`src/hdl/rltd_pkg.sv`:
```
`timescale 1ns / 1ps

package rltd_pkg;

  localparam int DEF_STORE_DEPTH = 64;
  localparam int DEF_MAX_DIGITS  = 2;

  localparam int SYM_W   = 8;
  localparam int CFG_W   = 7;
  localparam int COUNT_W = 7;
  localparam int DIG_W   = 2;

  localparam logic [SYM_W-1:0]   ASCII_ZERO   = 8'd48;
  localparam logic [3:0]         RADIX        = 4'd10;
  localparam logic [CFG_W-1:0]   LENGTH_RESET = 7'd50;

  // controller -> datapath
  typedef struct packed {
    logic capture;
    logic apply_count;
    logic accum_digit;
    logic single_byte;
    logic put_byte;
    logic clear_text;
    logic rd_first;
    logic rd_en;
    logic rd_next;
    logic load_flag;
    logic load_data;
  } rltd_cmd_t;

  // datapath -> controller
  typedef struct packed {
    logic apply_needed;
    logic is_digit;
    logic run_active;
    logic last;
    logic too_long;
    logic empty;
    logic rd_last;
    logic out_free;
  } rltd_stat_t;

endpackage

```
`src/hdl/rltd_ctrl.sv`:
```
`timescale 1ns / 1ps

module rltd_ctrl
  import rltd_pkg::*;
(
  input  logic       clk,
  input  logic       rst,
  input  logic       in_valid,
  output logic       in_ready,
  input  rltd_stat_t stat,
  output rltd_cmd_t  cmd
);

  typedef enum logic [2:0] {
    S_IDLE,
    S_DECODE,
    S_RUN,
    S_END,
    S_FLAG,
    S_READ,
    S_LOAD
  } state_t;

  state_t state;
  state_t state_next;

  always_ff @(posedge clk) begin
    if (rst) begin
      state <= S_IDLE;
    end else begin
      state <= state_next;
    end
  end

  assign in_ready = (state == S_IDLE);

  always_comb begin
    state_next = state;
    cmd        = '0;
    case (state)
      S_IDLE: begin
        if (in_valid) begin
          cmd.capture = 1'b1;
          state_next  = S_DECODE;
        end
      end
      S_DECODE: begin
        if (stat.apply_needed) begin
          cmd.apply_count = 1'b1;
          state_next      = S_RUN;
        end else if (stat.is_digit) begin
          cmd.accum_digit = 1'b1;
          state_next      = S_END;
        end else begin
          cmd.single_byte = 1'b1;
          state_next      = S_RUN;
        end
      end
      S_RUN: begin
        if (stat.run_active) begin
          cmd.put_byte = 1'b1;
        end else begin
          state_next = S_END;
        end
      end
      S_END: begin
        if (!stat.last) begin
          state_next = S_IDLE;
        end else if (stat.too_long || stat.empty) begin
          state_next = S_FLAG;
        end else begin
          cmd.rd_first = 1'b1;
          state_next   = S_READ;
        end
      end
      S_FLAG: begin
        if (stat.out_free) begin
          cmd.load_flag  = 1'b1;
          cmd.clear_text = 1'b1;
          state_next     = S_IDLE;
        end
      end
      S_READ: begin
        cmd.rd_en  = 1'b1;
        state_next = S_LOAD;
      end
      S_LOAD: begin
        if (stat.out_free) begin
          cmd.load_data = 1'b1;
          if (stat.rd_last) begin
            cmd.clear_text = 1'b1;
            state_next     = S_IDLE;
          end else begin
            cmd.rd_next = 1'b1;
            state_next  = S_READ;
          end
        end
      end
      default: begin
        state_next = S_IDLE;
      end
    endcase
  end

endmodule

```
`src/hdl/rltd_dp.sv`:
```
`timescale 1ns / 1ps

module rltd_dp
  import rltd_pkg::*;
#(
  parameter int STORE_DEPTH = DEF_STORE_DEPTH,
  parameter int MAX_DIGITS  = DEF_MAX_DIGITS
) (
  input  logic             clk,
  input  logic             rst,
  input  rltd_cmd_t        cmd,
  output rltd_stat_t       stat,
  input  logic [SYM_W-1:0] in_symbol,
  input  logic             in_last,
  input  logic             cfg_we,
  input  logic [CFG_W-1:0] cfg_wdata,
  output logic             out_valid,
  input  logic             out_ready,
  output logic [SYM_W-1:0] out_symbol,
  output logic             out_too_long,
  output logic             out_empty,
  output logic             out_last
);

  localparam int LEN_W  = $clog2(STORE_DEPTH + 2);
  localparam int ADDR_W = (STORE_DEPTH > 1) ? $clog2(STORE_DEPTH) : 1;
  localparam logic [LEN_W-1:0] LEN_FULL = LEN_W'(STORE_DEPTH);
  localparam logic [LEN_W-1:0] LEN_SAT  = LEN_W'(STORE_DEPTH + 1);
  localparam logic [CFG_W-1:0] LIMIT_CAP = CFG_W'(STORE_DEPTH);
  localparam logic [DIG_W-1:0] DIG_MAX   = DIG_W'(MAX_DIGITS);

  logic [SYM_W-1:0]   sym;
  logic               last;
  logic [CFG_W-1:0]   max_length;
  logic [COUNT_W-1:0] pending_count;
  logic [DIG_W-1:0]   digits_seen;
  logic [COUNT_W-1:0] run_cnt;
  logic [LEN_W-1:0]   decoded_length;
  logic [ADDR_W-1:0]  rd_idx;
  logic [SYM_W-1:0]   rd_data;
  logic [SYM_W-1:0]   text_store [STORE_DEPTH];

  logic               is_digit;
  logic [SYM_W-1:0]   digit_val;
  logic [CFG_W-1:0]   limit;
  logic               too_long;
  logic               out_free;

  assign digit_val = sym - ASCII_ZERO;
  assign is_digit  = (sym >= ASCII_ZERO) && (sym < ASCII_ZERO + SYM_W'(RADIX));
  assign limit     = (max_length > LIMIT_CAP) ? LIMIT_CAP : max_length;
  assign too_long  = CFG_W'(decoded_length) > limit;
  assign out_free  = !out_valid || out_ready;

  assign stat.apply_needed = (digits_seen != '0) && ((digits_seen >= DIG_MAX) || !is_digit);
  assign stat.is_digit     = is_digit;
  assign stat.run_active   = (run_cnt != '0) && (decoded_length != LEN_SAT);
  assign stat.last         = last;
  assign stat.too_long     = too_long;
  assign stat.empty        = (decoded_length == '0);
  assign stat.rd_last      = (LEN_W'(rd_idx) + LEN_W'(1)) == decoded_length;
  assign stat.out_free     = out_free;

  // item capture
  always_ff @(posedge clk) begin
    if (cmd.capture) begin
      sym  <= in_symbol;
      last <= in_last;
    end
  end

  always_ff @(posedge clk) begin
    if (rst) begin
      max_length <= LENGTH_RESET;
    end else if (cfg_we) begin
      max_length <= cfg_wdata;
    end
  end

  // count gathering, run expansion and length
  always_ff @(posedge clk) begin
    if (rst) begin
      pending_count  <= '0;
      digits_seen    <= '0;
      run_cnt        <= '0;
      decoded_length <= '0;
    end else begin
      if (cmd.apply_count) begin
        run_cnt       <= pending_count;
        pending_count <= '0;
        digits_seen   <= '0;
      end else if (cmd.accum_digit) begin
        pending_count <= COUNT_W'(11'(pending_count) * 11'(RADIX) + 11'(digit_val));
        digits_seen   <= digits_seen + DIG_W'(1);
      end else if (cmd.single_byte) begin
        run_cnt <= COUNT_W'(1);
      end
      if (cmd.put_byte) begin
        run_cnt        <= run_cnt - COUNT_W'(1);
        decoded_length <= decoded_length + LEN_W'(1);
      end
      if (cmd.clear_text) begin
        pending_count  <= '0;
        digits_seen    <= '0;
        decoded_length <= '0;
      end
    end
  end

  always_ff @(posedge clk) begin
    if (cmd.put_byte && (decoded_length < LEN_FULL)) begin
      text_store[decoded_length[ADDR_W-1:0]] <= sym;
    end
    if (cmd.rd_en) begin
      rd_data <= text_store[rd_idx];
    end
  end

  always_ff @(posedge clk) begin
    if (cmd.rd_first) begin
      rd_idx <= '0;
    end else if (cmd.rd_next) begin
      rd_idx <= rd_idx + ADDR_W'(1);
    end
  end

  // output register
  always_ff @(posedge clk) begin
    if (rst) begin
      out_valid <= 1'b0;
    end else if (cmd.load_flag || cmd.load_data) begin
      out_valid <= 1'b1;
    end else if (out_ready) begin
      out_valid <= 1'b0;
    end
  end

  always_ff @(posedge clk) begin
    if (cmd.load_flag) begin
      out_symbol   <= '0;
      out_too_long <= too_long;
      out_empty    <= !too_long;
      out_last     <= 1'b1;
    end else if (cmd.load_data) begin
      out_symbol   <= rd_data;
      out_too_long <= 1'b0;
      out_empty    <= 1'b0;
      out_last     <= stat.rd_last;
    end
  end

endmodule

```
`src/hdl/run_length_text_decoder.sv`:
```
`timescale 1ns / 1ps

// Run-length text decoder with decimal counts. Encoded bytes arrive one per
// request on the s_axis side, tlast on the final byte of a text. One or up to
// MAX_DIGITS ASCII digits form a count that repeats the next byte; any other
// byte is copied once, and a full count takes the next byte even if it is a
// digit. Decoded bytes go into an internal store of STORE_DEPTH bytes. After
// the final byte the m_axis side gives the text (tlast on its final byte), or
// a single too-long request when the length exceeds max_length (capped at
// STORE_DEPTH), or a single empty request. A count left dangling at the end
// is dropped. A count digit passes accept, decode and end; any other byte
// passes accept, decode, run and end, the run writing its decoded bytes (at
// most STORE_DEPTH+1, as the length saturates) one per cycle through the
// single store write port. After the final byte a flag result is loaded, or
// each emitted byte is read from the registered store and loaded once the
// output is free. The next text may start once the final result sits in the
// output register. max_length (reset 50) is written by cfg_we; the user must
// do so only while the block is idle, which the block does not enforce.

module run_length_text_decoder
  import rltd_pkg::*;
#(
  parameter int STORE_DEPTH = DEF_STORE_DEPTH,
  parameter int MAX_DIGITS  = DEF_MAX_DIGITS
) (
  input  logic             clk,
  input  logic             rst,
  // input stream
  input  logic             s_axis_tvalid,
  output logic             s_axis_tready,
  input  logic [7:0]       s_axis_tdata,   // [7:0] symbol
  input  logic             s_axis_tlast,   // last
  // result stream
  output logic             m_axis_tvalid,
  input  logic             m_axis_tready,
  output logic [7:0]       m_axis_tdata,   // [7:0] symbol_res
  output logic [1:0]       m_axis_tuser,   // [0] too_long, [1] empty_res
  output logic             m_axis_tlast,   // last_res
  // configuration
  input  logic             cfg_we,
  input  logic [CFG_W-1:0] cfg_wdata       // max_length
);

  rltd_cmd_t  cmd;
  rltd_stat_t stat;
  logic       too_long;
  logic       empty_res;

  // sequencing of decode, run expansion and read-out
  rltd_ctrl u_ctrl (
    .clk      (clk),
    .rst      (rst),
    .in_valid (s_axis_tvalid),
    .in_ready (s_axis_tready),
    .stat     (stat),
    .cmd      (cmd)
  );

  // count gathering, store, length and output register
  rltd_dp #(
    .STORE_DEPTH (STORE_DEPTH),
    .MAX_DIGITS  (MAX_DIGITS)
  ) u_dp (
    .clk          (clk),
    .rst          (rst),
    .cmd          (cmd),
    .stat         (stat),
    .in_symbol    (s_axis_tdata),
    .in_last      (s_axis_tlast),
    .cfg_we       (cfg_we),
    .cfg_wdata    (cfg_wdata),
    .out_valid    (m_axis_tvalid),
    .out_ready    (m_axis_tready),
    .out_symbol   (m_axis_tdata),
    .out_too_long (too_long),
    .out_empty    (empty_res),
    .out_last     (m_axis_tlast)
  );

  assign m_axis_tuser = {empty_res, too_long};

endmodule

```
`config.mk`:
```
export PLATFORM = sky130hd
export DESIGN_NAME = run_length_text_decoder
export DESIGN_NICKNAME = d
export VERILOG_FILES = /design/src/hdl/rltd_pkg.sv /design/src/hdl/rltd_ctrl.sv /design/src/hdl/rltd_dp.sv /design/src/hdl/run_length_text_decoder.sv
export SDC_FILE = /design/constraint.sdc
export NUM_CORES = 1
export LEC_CHECK = 0
export ABC_AREA = 1
export ABC_CLOCK_PERIOD_IN_PS = 4800
export BUFFER_PORTS_ARGS = -buffer_cell sky130_fd_sc_hd__buf_4
export CORE_ASPECT_RATIO = 1.2
export CORE_MARGIN = 4
export CORE_UTILIZATION = 50
export DETAILED_ROUTE_END_ITERATION = 10
export HOLD_SLACK_MARGIN = 0.12
export PLACE_DENSITY = 0.7
export SLEW_MARGIN = 5
export SYNTH_ARGS = -nofsm -noshare
export SYNTH_HDL_FRONTEND = slang
export SYNTH_SLANG_ARGS = --single-unit
export TNS_END_PERCENT = 5
```
`constraint.sdc`:
```
create_clock -name clk -period 4.8 [get_ports clk]
set_clock_uncertainty 0.1 [all_clocks]
set_input_delay 1.44 -clock clk [delete_from_list [all_inputs] [get_ports clk]]
set_output_delay 1.44 -clock clk [all_outputs]
set_load 0.02 [all_outputs]
```
==> impl_metrics.yaml <==
status:
  status: "complete, no violations"
hold_path:
  min_to: "u_dp.out_symbol[3]$_SDFFE_PP0P_"
  hold_class: "flop to flop"
  min_path_cells: 1
  min_from: "u_dp.out_symbol[3]$_SDFFE_PP0P_"
drt:
  drt-initial-drc-count: 1619
  vias_per_cell: 5.77
  dr.pass1.iters: 6
  drc: 0
  wire_per_inst_um: 20.7
  ant_nets: 0
  routed_wl_um: 58200
  num_vias: 16200
logic_synthesis:
  synth-seq-cells: 580
  yosys.area_share.simple_pct: 14.6
  ys_seq_area_share_pct: 69.7
  synth_area_um2: 24300
  syn_nets: 2199
  synth_top_family_by_area: "simple AND/OR/NAND/NOR gates"
  ys_warn_count: 0
  synthTopCellsByArea: "edfxtp_1 (66%), nand2_1 (6.0%), nor2_1 (5.8%), o21ai_0 (5.5%), dfxtp_1 (4.0%)"
  synth_ff_type: "edfxtp_1"
  synth_top_area_share_pct: 65.6
  syn_avg_cell_area_um2: 11.3
  synth_top_area_cell: "edfxtp_1"
  synth_cell_type_count: 41
  syn_inst: 2148
  synthMuxAreaShare_pct: 0
  synth_xor_area_share_pct: 0.433
  synth_compound_area_share_pct: 10.1
  synth-edff-count: 531
  ys_async_sr_fraction_pct: 0
  synth_fa_ha_area_share_pct: 1.61
sta:
  fin_crit_sh_pct: 75.6
  rsz0062_at_grt: "no"
  finalHoldViolCount: 0
  max-slew-margin-rel_pct: 19.6
  setup_viol: 0
  fmax_mhz: 276
  max_slew.worst_pin.slew_ps: 1200
  period_minus_slack_ps: 3630
  layout_setup_ws_ps: 1170
  finalSetupTns_ps: 0
  final_max_slew_viol_count: 0
critical_path:
  cp_data_arrival_time_ps: 3730
  critPathBufInv: 2
  crit_path_end_kind: "flop"
  slowest_stage: "nor3_1"
  rr_endpoint: "u_dp.text_store[31][1]$_DFFE_PP_"
  path_cells: "inv_2, ha_1, nand3_1, nor2_1, nand3b_4, inv_2, nand2_1, nor3_1"
  critPathLaunchType: "flop"
  path_class: "flop to flop"
  worst-path-stages: 8
  required_ps: 4900
  crit_path_frequent_cell: "inv_2"
  path_delay_family: "simple AND/OR/NAND/NOR gates"
  max_stage_delay_ps: 1120
  reg2reg_depth: 8
  r2r_start: "u_dp.decoded_length[1]$_SDFFE_PP0P_"
  startpoint: "u_dp.decoded_length[1]$_SDFFE_PP0P_"
  critPathMaxFanout: 12
  reg2reg_slack_ps: 1170
cts:
  ctsHoldBuffers: 0
  path_clk_slew_ps: 70
  root_buffer: "clkbuf_16"
  cts_resized: 0
  numCtsBuffers: 52
  htree_levels: 2
  clock_latency_ps: 580
  post_cts_buffers: 0
  ctsLongestPathBuffers: 3
  cts.sinks: 580
  cts_tree: "yes"
place:
  hpwl_um: 35200
  gp_congestion: 0.913
  numPortBuffers: 33
  dp.cells: 2713
  place_ws_ps: 1190
power_and_ir_drop:
  ir_drop_mv: 0.280
  p_leak_nw: 9.38
  p_per_area_nw_per_um2: 405
floorplanning:
  ios: 34
  die_width_um: 209
  dieArea_um2: 52200
  coreArea_um2: 48100
  die_h_um: 249
  start_util_pct: 50.5
  row_count: 88
final_layout:
  layout-drive-gt1-share_pct: 8.07
  area_growth_pct: 9.80
  antenna_cells: 0
  layout_commonest_cell: "edfxtp_1"
  nets: 2188
  final_cells: 2810
  layout_common_cells: "edfxtp_1 (531), nand2_1 (386), nor2_1 (377)"
grt:
  grt_pass1_vias: 16000
  grt_first_pass_wirelength_um: 89900
  grt-ovfl-total: 0
  antenna_found_initial: 0
  track_usage_pct: 21.8
  grt_max_degree: 137
job:
  maxCapViolCount: 0
==> cells in the mapped netlist (2+ instances only) <==
cell      instances
xnor2_1           4
nor2_2           10
nand4_2           4
buf_4            13
ha_1             28
a21oi_1          18
nor2_1          377
fa_1              2
o21ai_0         269
nor4_1            3
buf_1            11
clkinv_1          3
nand4_1           5
edfxtp_1        531
nand2_1         386
nand3_1          74
nand2_2           2
nor3_1           12
buf_6             2
inv_1            68
o21ai_1          12
clkbuf_1         58
xor2_1            8
a32o_1            6
o21a_1            8
inv_2             8
o21bai_1          2
dfxtp_1          49
buf_2            36
o22ai_1         128
==> per-stage QoR <==
step           hold WS [ps]  utilization (%)  total power [mW]  area [um2]
2_1_floorplan           347                -              6.45       24300
3_3_place_gp            368             51.9              6.78       25000
3_5_place_dp            364             51.9              6.81       25000
4_1_cts                 379             55.4              10.8       26700
5_1_grt                 397             55.4              11.2       26700
6_report                375             55.4              10.8       26700
==> routing by layer <==
| layer | part of all wire [%] | global-route usage [%] | routed length (um) | vias to the layer above |
|---|---|---|---|---|
| met5 | 0 | 0 | 0 | - |
| met4 | 3.8 | 8.45 | 2190 | 0 |
| met3 | 6.9 | 2.74 | 4000 | 117 |
| met2 | 50 | 37.1 | 29000 | 668 |
| met1 | 40 | 28.6 | 23000 | 7844 |
| li1 | - | - | - | 7574 |
==> final cells by class <==
type	instances	area, um2
Inverter	80	308
Clock inverter	32	250
Sequential cell	580	16900
Multi-Input combinational cell	1367	6510
Tap cell	630	788
Timing Repair Buffer	56	445
Fill cell	3886	21400
Clock buffer	65	1440
==> cells by family (layout without fill, tap and decap cells) <==
| group | Yosys count | after routing |
|---|---|---|
| XOR/XNOR | 12 | 12 |
| buffers and inverters | 201 | 233 |
| AND/OR/NAND/NOR | 880 | 880 |
| flip-flops | 580 | 580 |
| adder cells (fa/ha/maj) | 30 | 30 |
| AO/OA/AOI/OAI | 445 | 445 |
==> flip-flops by register name, summed over array words and instances (netlist names) <==
name and cells:
u_dp.out_valid 1, u_dp.out_too_long 1, u_dp.out_symbol 8, u_dp.run_cnt 7, u_dp.pending_count 7, u_ctrl.state 3, u_dp.rd_idx 6, u_dp.out_empty 1
u_dp.decoded_length 7, u_dp.last 1, u_dp.sym 8, u_dp.out_last 1, u_dp.max_length 7, u_dp.rd_data 8, u_dp.text_store 512, u_dp.digits_seen 2
==> power by group <==
part	leakage [nW]	switching [mW]	internal, mW
logic	3.37	0.724	0.286
clock network	0.838	1.80	2.30
registers	5.18	0.0704	5.63
==> worst max path at each step <==
stage          slack, ps                            endpoint
6_report            1170    u_dp.text_store[31][1]$_DFFE_PP_
3_3_place_gp        1250    u_dp.text_store[31][5]$_DFFE_PP_
5_1_grt              930    u_dp.text_store[31][6]$_DFFE_PP_
3_5_place_dp        1190    u_dp.text_store[21][5]$_DFFE_PP_
2_1_floorplan       1840  u_dp.pending_count[6]$_SDFFE_PP0P_
4_1_cts             1190    u_dp.text_store[21][0]$_DFFE_PP_
(Power assumes the default switching activity.)
